## src/rtl/core/cbd_pkg.sv

```systemverilog
// shared types, constants and a helper function of the chunked body decoder
// no dependencies; imported by the register block and the core
`timescale 1ns / 1ps

package cbd_pkg;

   localparam int unsigned SIZE_BITS_DEFAULT = 32;
   localparam int unsigned CSR_ADDR_BITS     = 3;
   localparam int unsigned CSR_DATA_BITS     = 32;

   localparam logic [CSR_DATA_BITS-1:0] MAX_BODY_RESET = 32'd1048576;

   // register index, taken from word address bit
   localparam logic CSR_IDX_MAX_BODY = 1'b0;

   localparam logic [7:0] CHAR_CR    = 8'h0d;
   localparam logic [7:0] CHAR_LF    = 8'h0a;
   localparam logic [7:0] CHAR_ZERO  = 8'h30;
   localparam logic [7:0] CHAR_LOW_A = 8'h61;
   localparam logic [7:0] CHAR_UP_A  = 8'h41;
   localparam logic [7:0] HEX_TEN    = 8'd10;

   typedef enum logic [1:0] {
      PH_SIZE = 2'd0,
      PH_DATA = 2'd1,
      PH_CRLF = 2'd2,
      PH_DONE = 2'd3
   } phase_type;

   typedef enum logic [1:0] {
      ERR_NONE      = 2'd0,
      ERR_CRLF      = 2'd1,
      ERR_OVERFLOW  = 2'd2,
      ERR_TOO_LARGE = 2'd3
   } err_type;

   typedef struct packed {
      logic       is_hex;
      logic [3:0] value;
   } hex_digit_type;

   function automatic hex_digit_type hex_decode(input logic [7:0] b);
      hex_digit_type d;
      logic [7:0]    v;
      d = '0;
      v = '0;
      case (b) inside
         [8'h30:8'h39]: begin
            v = b - CHAR_ZERO;
            d.is_hex = 1'b1;
         end
         [8'h61:8'h66]: begin
            v = b - CHAR_LOW_A + HEX_TEN;
            d.is_hex = 1'b1;
         end
         [8'h41:8'h46]: begin
            v = b - CHAR_UP_A + HEX_TEN;
            d.is_hex = 1'b1;
         end
         default: begin
            d.is_hex = 1'b0;
         end
      endcase
      d.value = v[3:0];
      return d;
   endfunction

endpackage

```

## src/rtl/core/cbd_req_if.sv

```systemverilog
// input channel of the chunked body decoder: one raw body byte per transfer
// standalone, uses nothing from cbd_pkg
`timescale 1ns / 1ps

interface cbd_req_if;
   logic       valid;
   logic       ready;
   logic [7:0] body_byte;
   logic       start_of_body;

   modport source (output valid, output body_byte, output start_of_body, input ready);
   modport sink   (input valid, input body_byte, input start_of_body, output ready);
endinterface

```

## src/rtl/core/cbd_rsp_if.sv

```systemverilog
// result channel of the chunked body decoder: one result per accepted byte
// standalone, no package needed
`timescale 1ns / 1ps

interface cbd_rsp_if;
   logic       valid;
   logic       ready;
   logic [7:0] payload_byte;
   logic       payload_valid;
   logic       body_done;
   logic [1:0] error_code;

   modport source (output valid, output payload_byte, output payload_valid,
                   output body_done, output error_code, input ready);
   modport sink   (input valid, input payload_byte, input payload_valid,
                   input body_done, input error_code, output ready);
endinterface

```

## src/rtl/core/cbd_csr.sv

```systemverilog
// apb-style register block of the chunked body decoder (max body size)
// depends on cbd_pkg
`timescale 1ns / 1ps

module cbd_csr (
   input  logic                               clock,
   input  logic                               reset,
   input  logic                               psel,
   input  logic                               penable,
   input  logic                               pwrite,
   input  logic [cbd_pkg::CSR_ADDR_BITS-1:0]  paddr,
   input  logic [cbd_pkg::CSR_DATA_BITS-1:0]  pwdata,
   output logic [cbd_pkg::CSR_DATA_BITS-1:0]  prdata,
   output logic                               pready,
   output logic [cbd_pkg::CSR_DATA_BITS-1:0]  size_limit
);
   import cbd_pkg::*;

   logic [CSR_DATA_BITS-1:0] max_body_ff;
   logic [CSR_DATA_BITS-1:0] max_body_in;
   logic                     wr_stb;
   logic                     hit_max_body;

   assign pready       = 1'b1;
   assign hit_max_body = (paddr[2] == CSR_IDX_MAX_BODY);
   assign wr_stb       = psel && penable && pwrite && pready;

   always_comb begin
      max_body_in = max_body_ff;
      if (wr_stb && hit_max_body) begin
         max_body_in = pwdata;
      end
   end

   always_ff @(posedge clock) begin
      if (reset) begin
         max_body_ff <= MAX_BODY_RESET;
      end else begin
         max_body_ff <= max_body_in;
      end
   end

   assign prdata     = hit_max_body ? max_body_ff : '0;
   assign size_limit = max_body_ff;

endmodule

```

## src/rtl/core/chunked_body_decoder_core.sv

```systemverilog
// top level of the chunked body decoder: byte-wise state update and result register
// depends on cbd_pkg, cbd_req_if, cbd_rsp_if and cbd_csr
`timescale 1ns / 1ps

// Decodes an HTTP/1.1 chunked body taken one byte per transfer on req and gives
// exactly one result per byte on rsp through a registered result. A byte is
// accepted every clock as long as the result register is empty or being drained in
// the same cycle, so the sustained rate is one byte per cycle; the only thing that
// holds it back is rsp.ready, through the single result register. A size line gives
// the chunk size from its leading hex digits (SIZE_BITS wide), anything after the
// first non-hex byte is skipped up to CR LF, a size of zero ends the body and sets
// body_done until start_of_body. Payload bytes come out with payload_valid set; the
// CR LF after each chunk is checked. Errors (missing CR LF, size overflow, body larger
// than the configured limit) are sticky and the decoder ignores bytes until a byte
// arrives with start_of_body set, which clears all state before that byte is decoded.
// the body size limit register sits at byte address 0 of the apb port and should only
// be written while no byte is in flight.

module chunked_body_decoder_core #(
   parameter int unsigned SIZE_BITS = cbd_pkg::SIZE_BITS_DEFAULT
) (
   input  logic                               clock,
   input  logic                               reset,
   cbd_req_if.sink                            req,
   cbd_rsp_if.source                          rsp,
   input  logic                               psel,
   input  logic                               penable,
   input  logic                               pwrite,
   input  logic [cbd_pkg::CSR_ADDR_BITS-1:0]  paddr,
   input  logic [cbd_pkg::CSR_DATA_BITS-1:0]  pwdata,
   output logic [cbd_pkg::CSR_DATA_BITS-1:0]  prdata,
   output logic                               pready
);
   import cbd_pkg::*;

   // decoder state
   phase_type                phase_ff,     phase_in;
   logic                     saw_cr_ff,    saw_cr_in;
   logic                     in_prefix_ff, in_prefix_in;
   logic [SIZE_BITS-1:0]     accum_ff,     accum_in;
   logic [SIZE_BITS-1:0]     left_ff,      left_in;
   logic [31:0]              count_ff,     count_in;
   err_type                  err_ff,       err_in;

   // result register
   logic                     rsp_valid_ff,   rsp_valid_in;
   logic [7:0]               rsp_byte_ff,    rsp_byte_in;
   logic                     rsp_pvalid_ff,  rsp_pvalid_in;
   logic                     rsp_done_ff,    rsp_done_in;
   err_type                  rsp_err_ff,     rsp_err_in;

   logic [CSR_DATA_BITS-1:0] size_limit;
   logic                     in_xfer;
   logic                     out_xfer;

   // state as seen after an optional start-of-body clear
   phase_type                ph_cur;
   logic                     saw_cr_cur;
   logic                     in_prefix_cur;
   logic [SIZE_BITS-1:0]     accum_cur;
   logic [SIZE_BITS-1:0]     left_cur;
   logic [31:0]              count_cur;
   err_type                  err_cur;
   hex_digit_type            digit;
   logic [SIZE_BITS-1:0]     left_dec;
   logic                     emit;

   cbd_csr u_csr (
      .clock      (clock),
      .reset      (reset),
      .psel       (psel),
      .penable    (penable),
      .pwrite     (pwrite),
      .paddr      (paddr),
      .pwdata     (pwdata),
      .prdata     (prdata),
      .pready     (pready),
      .size_limit (size_limit)
   );

   // take a new byte whenever the result register is free or drains this cycle
   assign req.ready = !rsp_valid_ff || rsp.ready;
   assign in_xfer   = req.valid && req.ready;
   assign out_xfer  = rsp_valid_ff && rsp.ready;

   assign digit    = hex_decode(req.body_byte);
   assign left_dec = left_cur - {{(SIZE_BITS-1){1'b0}}, 1'b1};

   // next state and result for the byte on the input
   always_comb begin
      if (req.start_of_body) begin
         ph_cur        = PH_SIZE;
         saw_cr_cur    = 1'b0;
         in_prefix_cur = 1'b1;
         accum_cur     = '0;
         left_cur      = '0;
         count_cur     = '0;
         err_cur       = ERR_NONE;
      end else begin
         ph_cur        = phase_ff;
         saw_cr_cur    = saw_cr_ff;
         in_prefix_cur = in_prefix_ff;
         accum_cur     = accum_ff;
         left_cur      = left_ff;
         count_cur     = count_ff;
         err_cur       = err_ff;
      end

      phase_in     = ph_cur;
      saw_cr_in    = saw_cr_cur;
      in_prefix_in = in_prefix_cur;
      accum_in     = accum_cur;
      left_in      = left_cur;
      count_in     = count_cur;
      err_in       = err_cur;
      emit         = 1'b0;

      if (err_cur == ERR_NONE) begin
         case (ph_cur)
            PH_SIZE: begin
               if (saw_cr_cur && req.body_byte == CHAR_LF) begin
                  // end of size line: zero size finishes the body
                  saw_cr_in    = 1'b0;
                  in_prefix_in = 1'b1;
                  if (accum_cur == '0) begin
                     phase_in = PH_DONE;
                  end else begin
                     left_in  = accum_cur;
                     accum_in = '0;
                     phase_in = PH_DATA;
                  end
               end else if (req.body_byte == CHAR_CR) begin
                  saw_cr_in    = 1'b1;
                  in_prefix_in = 1'b0;
               end else begin
                  saw_cr_in = 1'b0;
                  if (in_prefix_cur && digit.is_hex) begin
                     // any set bit in the top nibble would be shifted out
                     if (accum_cur[SIZE_BITS-1 -: 4] != 4'd0) begin
                        err_in = ERR_OVERFLOW;
                     end else begin
                        accum_in = {accum_cur[SIZE_BITS-5:0], digit.value};
                     end
                  end else begin
                     // extension or junk: skip until cr lf
                     in_prefix_in = 1'b0;
                  end
               end
            end
            PH_DATA: begin
               if (count_cur >= size_limit) begin
                  err_in = ERR_TOO_LARGE;
               end else begin
                  emit     = 1'b1;
                  count_in = count_cur + 32'd1;
                  left_in  = left_dec;
                  if (left_dec == '0) begin
                     phase_in  = PH_CRLF;
                     saw_cr_in = 1'b0;
                  end
               end
            end
            PH_CRLF: begin
               if (!saw_cr_cur && req.body_byte == CHAR_CR) begin
                  saw_cr_in = 1'b1;
               end else if (saw_cr_cur && req.body_byte == CHAR_LF) begin
                  saw_cr_in    = 1'b0;
                  in_prefix_in = 1'b1;
                  accum_in     = '0;
                  phase_in     = PH_SIZE;
               end else begin
                  err_in = ERR_CRLF;
               end
            end
            default: begin
               // done: bytes are ignored
            end
         endcase
      end

      rsp_byte_in   = emit ? req.body_byte : 8'd0;
      rsp_pvalid_in = emit;
      rsp_done_in   = (phase_in == PH_DONE);
      rsp_err_in    = err_in;

      rsp_valid_in = rsp_valid_ff;
      if (in_xfer) begin
         rsp_valid_in = 1'b1;
      end else if (out_xfer) begin
         rsp_valid_in = 1'b0;
      end
   end

   // decoder state, advanced on each input transfer
   always_ff @(posedge clock) begin
      if (reset) begin
         phase_ff     <= PH_SIZE;
         saw_cr_ff    <= 1'b0;
         in_prefix_ff <= 1'b1;
         accum_ff     <= '0;
         left_ff      <= '0;
         count_ff     <= '0;
         err_ff       <= ERR_NONE;
      end else if (in_xfer) begin
         phase_ff     <= phase_in;
         saw_cr_ff    <= saw_cr_in;
         in_prefix_ff <= in_prefix_in;
         accum_ff     <= accum_in;
         left_ff      <= left_in;
         count_ff     <= count_in;
         err_ff       <= err_in;
      end
   end

   // result register valid flag
   always_ff @(posedge clock) begin
      if (reset) begin
         rsp_valid_ff <= 1'b0;
      end else begin
         rsp_valid_ff <= rsp_valid_in;
      end
   end

   // result payload, loaded with each input transfer
   always_ff @(posedge clock) begin
      if (in_xfer) begin
         rsp_byte_ff   <= rsp_byte_in;
         rsp_pvalid_ff <= rsp_pvalid_in;
         rsp_done_ff   <= rsp_done_in;
         rsp_err_ff    <= rsp_err_in;
      end
   end

   assign rsp.valid         = rsp_valid_ff;
   assign rsp.payload_byte  = rsp_byte_ff;
   assign rsp.payload_valid = rsp_pvalid_ff;
   assign rsp.body_done     = rsp_done_ff;
   assign rsp.error_code    = rsp_err_ff;

   // an error holds until a byte with start of body clears it
   a_err_sticky: assert property (@(posedge clock) disable iff (reset)
      (in_xfer && !req.start_of_body && err_ff != ERR_NONE) |=> (err_ff == $past(err_ff)))
      else $error("sticky error changed without start of body");

   // a payload byte never goes out together with an error or a finished body
   a_payload_clean: assert property (@(posedge clock) disable iff (reset)
      (rsp_valid_ff && rsp_pvalid_ff) |-> (rsp_err_ff == ERR_NONE && !rsp_done_ff))
      else $error("payload byte flagged with error or done");

   // data phase always has bytes left to pass out
   a_data_left: assert property (@(posedge clock) disable iff (reset)
      (phase_ff == PH_DATA && err_ff == ERR_NONE) |-> (left_ff != '0))
      else $error("data phase with no bytes left");

endmodule
```

## src/flat_wrapper.sv

```systemverilog
// flat-port wrapper written by rule: the top's interface ports become plain ports
module chunked_body_decoder_core_flat import cbd_pkg::*;
#(
   parameter int unsigned SIZE_BITS = cbd_pkg::SIZE_BITS_DEFAULT
)
  (clock, reset, psel, penable, pwrite, paddr, pwdata, prdata, pready, req_valid, req_body_byte, req_start_of_body, req_ready, rsp_valid, rsp_payload_byte, rsp_payload_valid, rsp_body_done, rsp_error_code, rsp_ready);
  cbd_req_if req_i ();
  cbd_rsp_if rsp_i ();
  input  logic clock;
  input  logic reset;
  input  logic psel;
  input  logic penable;
  input  logic pwrite;
  input  logic [cbd_pkg::CSR_ADDR_BITS-1:0] paddr;
  input  logic [cbd_pkg::CSR_DATA_BITS-1:0] pwdata;
  output logic [cbd_pkg::CSR_DATA_BITS-1:0] prdata;
  output logic pready;
  input wire logic [$bits(req_i.valid)-1:0] req_valid;
  input wire logic [$bits(req_i.body_byte)-1:0] req_body_byte;
  input wire logic [$bits(req_i.start_of_body)-1:0] req_start_of_body;
  output wire logic [$bits(req_i.ready)-1:0] req_ready;
  output wire logic [$bits(rsp_i.valid)-1:0] rsp_valid;
  output wire logic [$bits(rsp_i.payload_byte)-1:0] rsp_payload_byte;
  output wire logic [$bits(rsp_i.payload_valid)-1:0] rsp_payload_valid;
  output wire logic [$bits(rsp_i.body_done)-1:0] rsp_body_done;
  output wire logic [$bits(rsp_i.error_code)-1:0] rsp_error_code;
  input wire logic [$bits(rsp_i.ready)-1:0] rsp_ready;
  assign req_i.valid = req_valid;
  assign req_i.body_byte = req_body_byte;
  assign req_i.start_of_body = req_start_of_body;
  assign req_ready = req_i.ready;
  assign rsp_valid = rsp_i.valid;
  assign rsp_payload_byte = rsp_i.payload_byte;
  assign rsp_payload_valid = rsp_i.payload_valid;
  assign rsp_body_done = rsp_i.body_done;
  assign rsp_error_code = rsp_i.error_code;
  assign rsp_i.ready = rsp_ready;
  chunked_body_decoder_core #(.SIZE_BITS(SIZE_BITS)) u_core (.clock(clock), .reset(reset), .req(req_i), .rsp(rsp_i), .psel(psel), .penable(penable), .pwrite(pwrite), .paddr(paddr), .pwdata(pwdata), .prdata(prdata), .pready(pready));
endmodule
```

## config.mk

```make
export PLATFORM = sky130hd
export DESIGN_NAME = chunked_body_decoder_core_flat
export DESIGN_NICKNAME = d
export VERILOG_FILES = /design/src/rtl/core/cbd_pkg.sv /design/src/rtl/core/cbd_req_if.sv /design/src/rtl/core/cbd_rsp_if.sv /design/src/rtl/core/cbd_csr.sv /design/src/rtl/core/chunked_body_decoder_core.sv /design/src/flat_wrapper.sv
export SDC_FILE = /design/constraint.sdc
export NUM_CORES = 1
export LEC_CHECK = 0
export ABC_AREA = 1
export ABC_CLOCK_PERIOD_IN_PS = 4500
export BUFFER_PORTS_ARGS = -buffer_cell sky130_fd_sc_hd__buf_2
export CAP_MARGIN = 20
export CORE_AREA = 2 2 173 175
export CTS_BUF_LIST = sky130_fd_sc_hd__clkbuf_8 sky130_fd_sc_hd__clkbuf_16
export CTS_CLUSTER_DIAMETER = 80
export DETAILED_ROUTE_END_ITERATION = 10
export DIE_AREA = 0 0 175 177
export PLACE_DENSITY = 0.58
export SETUP_SLACK_MARGIN = 0.02
export SLEW_MARGIN = 20
export SYNTH_ARGS = -nofsm -noshare
export SYNTH_HDL_FRONTEND = slang
export SYNTH_SLANG_ARGS = --single-unit
```

## constraint.sdc

```tcl
create_clock -name clock -period 4.5 [get_ports clock]
set_clock_uncertainty 0.1 [all_clocks]
set_input_delay 0.9 -clock clock [delete_from_list [all_inputs] [get_ports clock]]
set_output_delay 0.9 -clock clock [all_outputs]
set_load 0.01 [all_outputs]
```

==> results.json <==
{
  "area.growth.synth_to_final_pct": 11.5,
  "core.rowCount": 63,
  "antenna_found_initial": 0,
  "dominantRegCellSynth": "sky130_fd_sc_hd__dfxtp_1",
  "synth_top_area_share_pct": 23.6,
  "initial_utilization_pct": 39.2,
  "reg2reg_slack_ns": 1.14,
  "io_buffers": 94,
  "hold_violation_total_from_the_final_report": 0,
  "fill_cells": 3140,
  "max-slew-margin-rel_pct": 31.7,
  "grt_usage_pct": 24.1,
  "gp_congestion": 0.906,
  "status": "complete, no violations",
  "layout-drive-gt1-share_pct": 10.4,
  "syn-mean-instance-area_sq_um": 5.91,
  "worst_r2r_startpoint": "u_core.count_ff[26]",
  "path_class": "input pin to flip-flop",
  "clockBufferDepth": 2,
  "total_power_uw": 3810,
  "critPathCaptureType": "flip-flop",
  "post_synthesis_cell_area_sq_um": 11500,
  "min_path_type": "flip-flop to flip-flop",
  "wl_per_cell_um": 15.6,
  "dpl.cell_count": 2348,
  "die_area_sq_um": 31000,
  "power_density_nw_per_um2": 298,
  "n_antenna_cell": 0,
  "number_of_global_route_vias_before_repair": 11690,
  "pin_slew_with_the_least_headroom_to_its_limit_ns": 1.02,
  "cts_setup_buffers": 0,
  "slew_viol_final": 0,
  "drt_first_pass_iters": 5,
  "netlist_instances": 1937,
  "detail_route.vias_per_cell": 5.36,
  "max_freq_mhz": 260,
  "worst_ir_drop_vdd_mv": 0.226,
  "tritoncts": "yes",
  "fin_crit_share_pct": 85.4,
  "critical_path_required_ns": 4.74,
  "synth_sequential_area_ratio_pct": 26.7,
  "yosysUniqueCellTypes": 50,
  "arrival_ns": 4.08,
  "cts_sinks": 147,
  "drt_iter0_markers": 1022,
  "finalWorstPathRequiredPeriod_ns": 3.84,
  "finalSetupViolations": 0,
  "number_of_warnings_issued_by_yosys": 0,
  "cts_repair_resize_count": 0,
  "mappedNetlistNets": 2027,
  "clock_edge_transition_at_the_registers_on_the_reported_setup_and_hold_paths_ns": 0.08,
  "worst_skew_pair.late_latency_ns": 0.45,
  "root_buffer": "sky130_fd_sc_hd__clkbuf_16",
  "rsz_0062_raised_after_global_routing": "no",
  "chipHeight_um": 177,
  "fraction_of_synthesis_flops_using_an_asynchronous_set_or_reset_pin_pct": 0,
  "hold_buffers": 0,
  "fin_tns_setup_ns": 0,
  "synth_enable_flop_cells": 12,
  "synthDominantAreaCellType": "sky130_fd_sc_hd__dfxtp_1",
  "postSynthRegisterBits": 147,
  "cap_violations": 0,
  "drcViolationCount": 0,
  "crit_path_start_kind": "input pin",
  "antenna_left": 0,
  "grt_pass1_wl_mm": 60.3,
  "power.leakage_uw": 0.00586,
  "dpl.hpwl_mm": 25.7,
  "grt_overflow_total": 0,
  "htree_num_levels": 4,
  "floorplan.die.width_um": 175,
  "stdcell_count": 2380,
  "ranking_of_synthesized_cells_by_area": "sky130_fd_sc_hd__dfxtp_1 24%, sky130_fd_sc_hd__nand2_1 16%, sky130_fd_sc_hd__a21oi_1 11%, sky130_fd_sc_hd__nor2_1 8.0%, sky130_fd_sc_hd__inv_1 6.1%",
  "core_area_sq_um": 29200,
  "grt_max_degree": 92,
  "tritoncts.num_buffers": 17,
  "drt-total-wl_mm": 37.1,
  "reg2reg_to": "u_core.left_ff[14]",
  "timing.critical_path.from": "req_start_of_body",
  "timing.reg2reg.worst_path_depth": 16,
  "io-pin-count": 98,
  "final_nets": 2067,
  "critPathMaxFanout": 21,
  "total_vias_in_the_final_route": 12750,
  "crit_end": "u_core.left_ff[14]"
}
## placed cells by master, fill, tap and decap left out, types with 2 or more instances in the layout
master and instances:
sky130_fd_sc_hd__clkbuf_16 18, sky130_fd_sc_hd__nand3_1 86, sky130_fd_sc_hd__inv_1 188, sky130_fd_sc_hd__buf_2 94, sky130_fd_sc_hd__nand2_2 8, sky130_fd_sc_hd__nand2_1 487
sky130_fd_sc_hd__xnor2_1 8, sky130_fd_sc_hd__inv_4 2, sky130_fd_sc_hd__clkinv_4 4, sky130_fd_sc_hd__inv_6 2, sky130_fd_sc_hd__nor2_2 12, sky130_fd_sc_hd__a22oi_1 3
sky130_fd_sc_hd__a211oi_1 2, sky130_fd_sc_hd__nand4_1 40, sky130_fd_sc_hd__dfxtp_1 135, sky130_fd_sc_hd__o211ai_1 10, sky130_fd_sc_hd__nor4_1 5, sky130_fd_sc_hd__clkinv_2 2
sky130_fd_sc_hd__nor3_2 5, sky130_fd_sc_hd__nor3_1 30, sky130_fd_sc_hd__o22ai_1 9, sky130_fd_sc_hd__a31oi_1 4, sky130_fd_sc_hd__a21oi_1 259, sky130_fd_sc_hd__ha_1 39
sky130_fd_sc_hd__xor2_1 8, sky130_fd_sc_hd__clkinv_1 3, sky130_fd_sc_hd__edfxtp_1 12, sky130_fd_sc_hd__nor2_1 244, sky130_fd_sc_hd__o21ai_1 61, sky130_fd_sc_hd__buf_4 25
sky130_fd_sc_hd__nor3b_1 2, sky130_fd_sc_hd__a21o_1 4, sky130_fd_sc_hd__inv_2 17, sky130_fd_sc_hd__or2_2 2, sky130_fd_sc_hd__nand3b_1 3, sky130_fd_sc_hd__o2111ai_1 2
sky130_fd_sc_hd__o21ai_0 134, sky130_fd_sc_hd__bufinv_16 3, sky130_fd_sc_hd__nand2_4 2
## report_power, final
| part | switching, uW | internal, uW |
|---|---|---|
| Combinational | 575 | 249 |
| Sequential | 46.0 | 1380 |
| Clock | 644 | 913 |
| Total | 1270 | 2540 |
## layer usage
metal	GRT usage [%]	share of wire [%]	vias to the layer above
met5	0	0	-
met4	9.90	3.0	0
met3	3.48	5.6	63
met2	39.4	46	406
met1	31.8	46	5821
li1	-	-	6460
## flip-flops by register name (all words and copies together), names as in the netlist
register	flops
u_core.rsp.payload_byte	8
u_core.accum_ff	32
u_core.saw_cr_ff	1
u_core.phase_ff	2
u_core.rsp.payload_valid	1
u_core.in_prefix_ff	1
u_core.rsp.error_code	2
u_core.err_ff	2
u_core.rsp.body_done	1
u_core.count_ff	32
u_core.left_ff	32
u_core.u_csr.size_limit	32
u_core.rsp.valid	1
## critical path, cell delays in order
cell	delay, ns
sky130_fd_sc_hd__buf_2	0.13
sky130_fd_sc_hd__buf_4	0.23
sky130_fd_sc_hd__nor2_1	0.40
sky130_fd_sc_hd__ha_1	0.32
sky130_fd_sc_hd__nand2_1	0.06
sky130_fd_sc_hd__inv_1	0.05
sky130_fd_sc_hd__o21ai_1	0.06
sky130_fd_sc_hd__nand2_1	0.06
sky130_fd_sc_hd__a21oi_1	0.18
sky130_fd_sc_hd__o21a_1	0.23
sky130_fd_sc_hd__nand3_1	0.21
sky130_fd_sc_hd__nand2_1	0.28
sky130_fd_sc_hd__nand2_1	0.10
sky130_fd_sc_hd__inv_2	0.46
sky130_fd_sc_hd__nor3_1	0.09
sky130_fd_sc_hd__o21ai_0	0.18
sky130_fd_sc_hd__a21oi_1	0.09
## how the worst min path moves through the flow
stage / startpoint / endpoint / slack [ns] / cells after the start
4_1_cts: u_core.accum_ff[5] / u_core.accum_ff[5] / 0.37 / 2
2_1_floorplan: u_core.in_prefix_ff / u_core.in_prefix_ff / 0.34 / 2
5_1_grt: u_core.accum_ff[3] / u_core.accum_ff[3] / 0.38 / 2
6_report: u_core.accum_ff[6] / u_core.accum_ff[6] / 0.36 / 2
3_3_place_gp: u_core.accum_ff[11] / u_core.accum_ff[11] / 0.35 / 2
3_5_place_dp: u_core.accum_ff[5] / u_core.accum_ff[5] / 0.36 / 2
## cell usage after synthesis, types with 9 or more instances
library cell / number
sky130_fd_sc_hd__nand2_1: 488
sky130_fd_sc_hd__a21oi_1: 259
sky130_fd_sc_hd__nor2_1: 244
sky130_fd_sc_hd__inv_1: 187
sky130_fd_sc_hd__dfxtp_1: 135
sky130_fd_sc_hd__o21ai_0: 134
sky130_fd_sc_hd__nand3_1: 86
sky130_fd_sc_hd__clkbuf_1: 74
sky130_fd_sc_hd__o21ai_1: 61
sky130_fd_sc_hd__nand4_1: 40
sky130_fd_sc_hd__ha_1: 39
sky130_fd_sc_hd__nor3_1: 30
sky130_fd_sc_hd__inv_2: 16
sky130_fd_sc_hd__buf_6: 12
sky130_fd_sc_hd__edfxtp_1: 12
sky130_fd_sc_hd__nor2_2: 12
sky130_fd_sc_hd__o211ai_1: 10
sky130_fd_sc_hd__o22ai_1: 9
## cell type report
cell class	instances	area [sq um]	area share [%]
multi-input combinational	1482	7120	55.8
sequential	147	3060	24.0
inverter	209	788	6.17
timing repair buffer	120	678	5.31
tap	390	488	3.82
clock buffer	18	450	3.53
clock inverter	14	176	1.38
## kinds of logic (layout without fill, tap and decap cells)
group           Yosys count  in the layout  synth area share [%]
fa+ha+maj                39             39                  4.26
flops                   147            147                  26.7
simple gates            933            933                  34.3
buf+inv                 308            361                  11.1
compound gates          493            493                  22.3
xor+xnor                 16             16                  1.22
other cells               1              1                0.0327
## through the flow
step	worst slack [ns]	instance area, sq um	utilization, %	hold slack, ns
floorplan	0.806	11500	-	0.343
global placement	0.363	12100	41.5	0.352
detailed placement	0.337	12100	41.5	0.355
CTS	0.807	12800	43.7	0.365
global route	0.488	12800	43.7	0.381
finish	0.659	12800	43.7	0.365
Power figures use the tool's default switching activity.
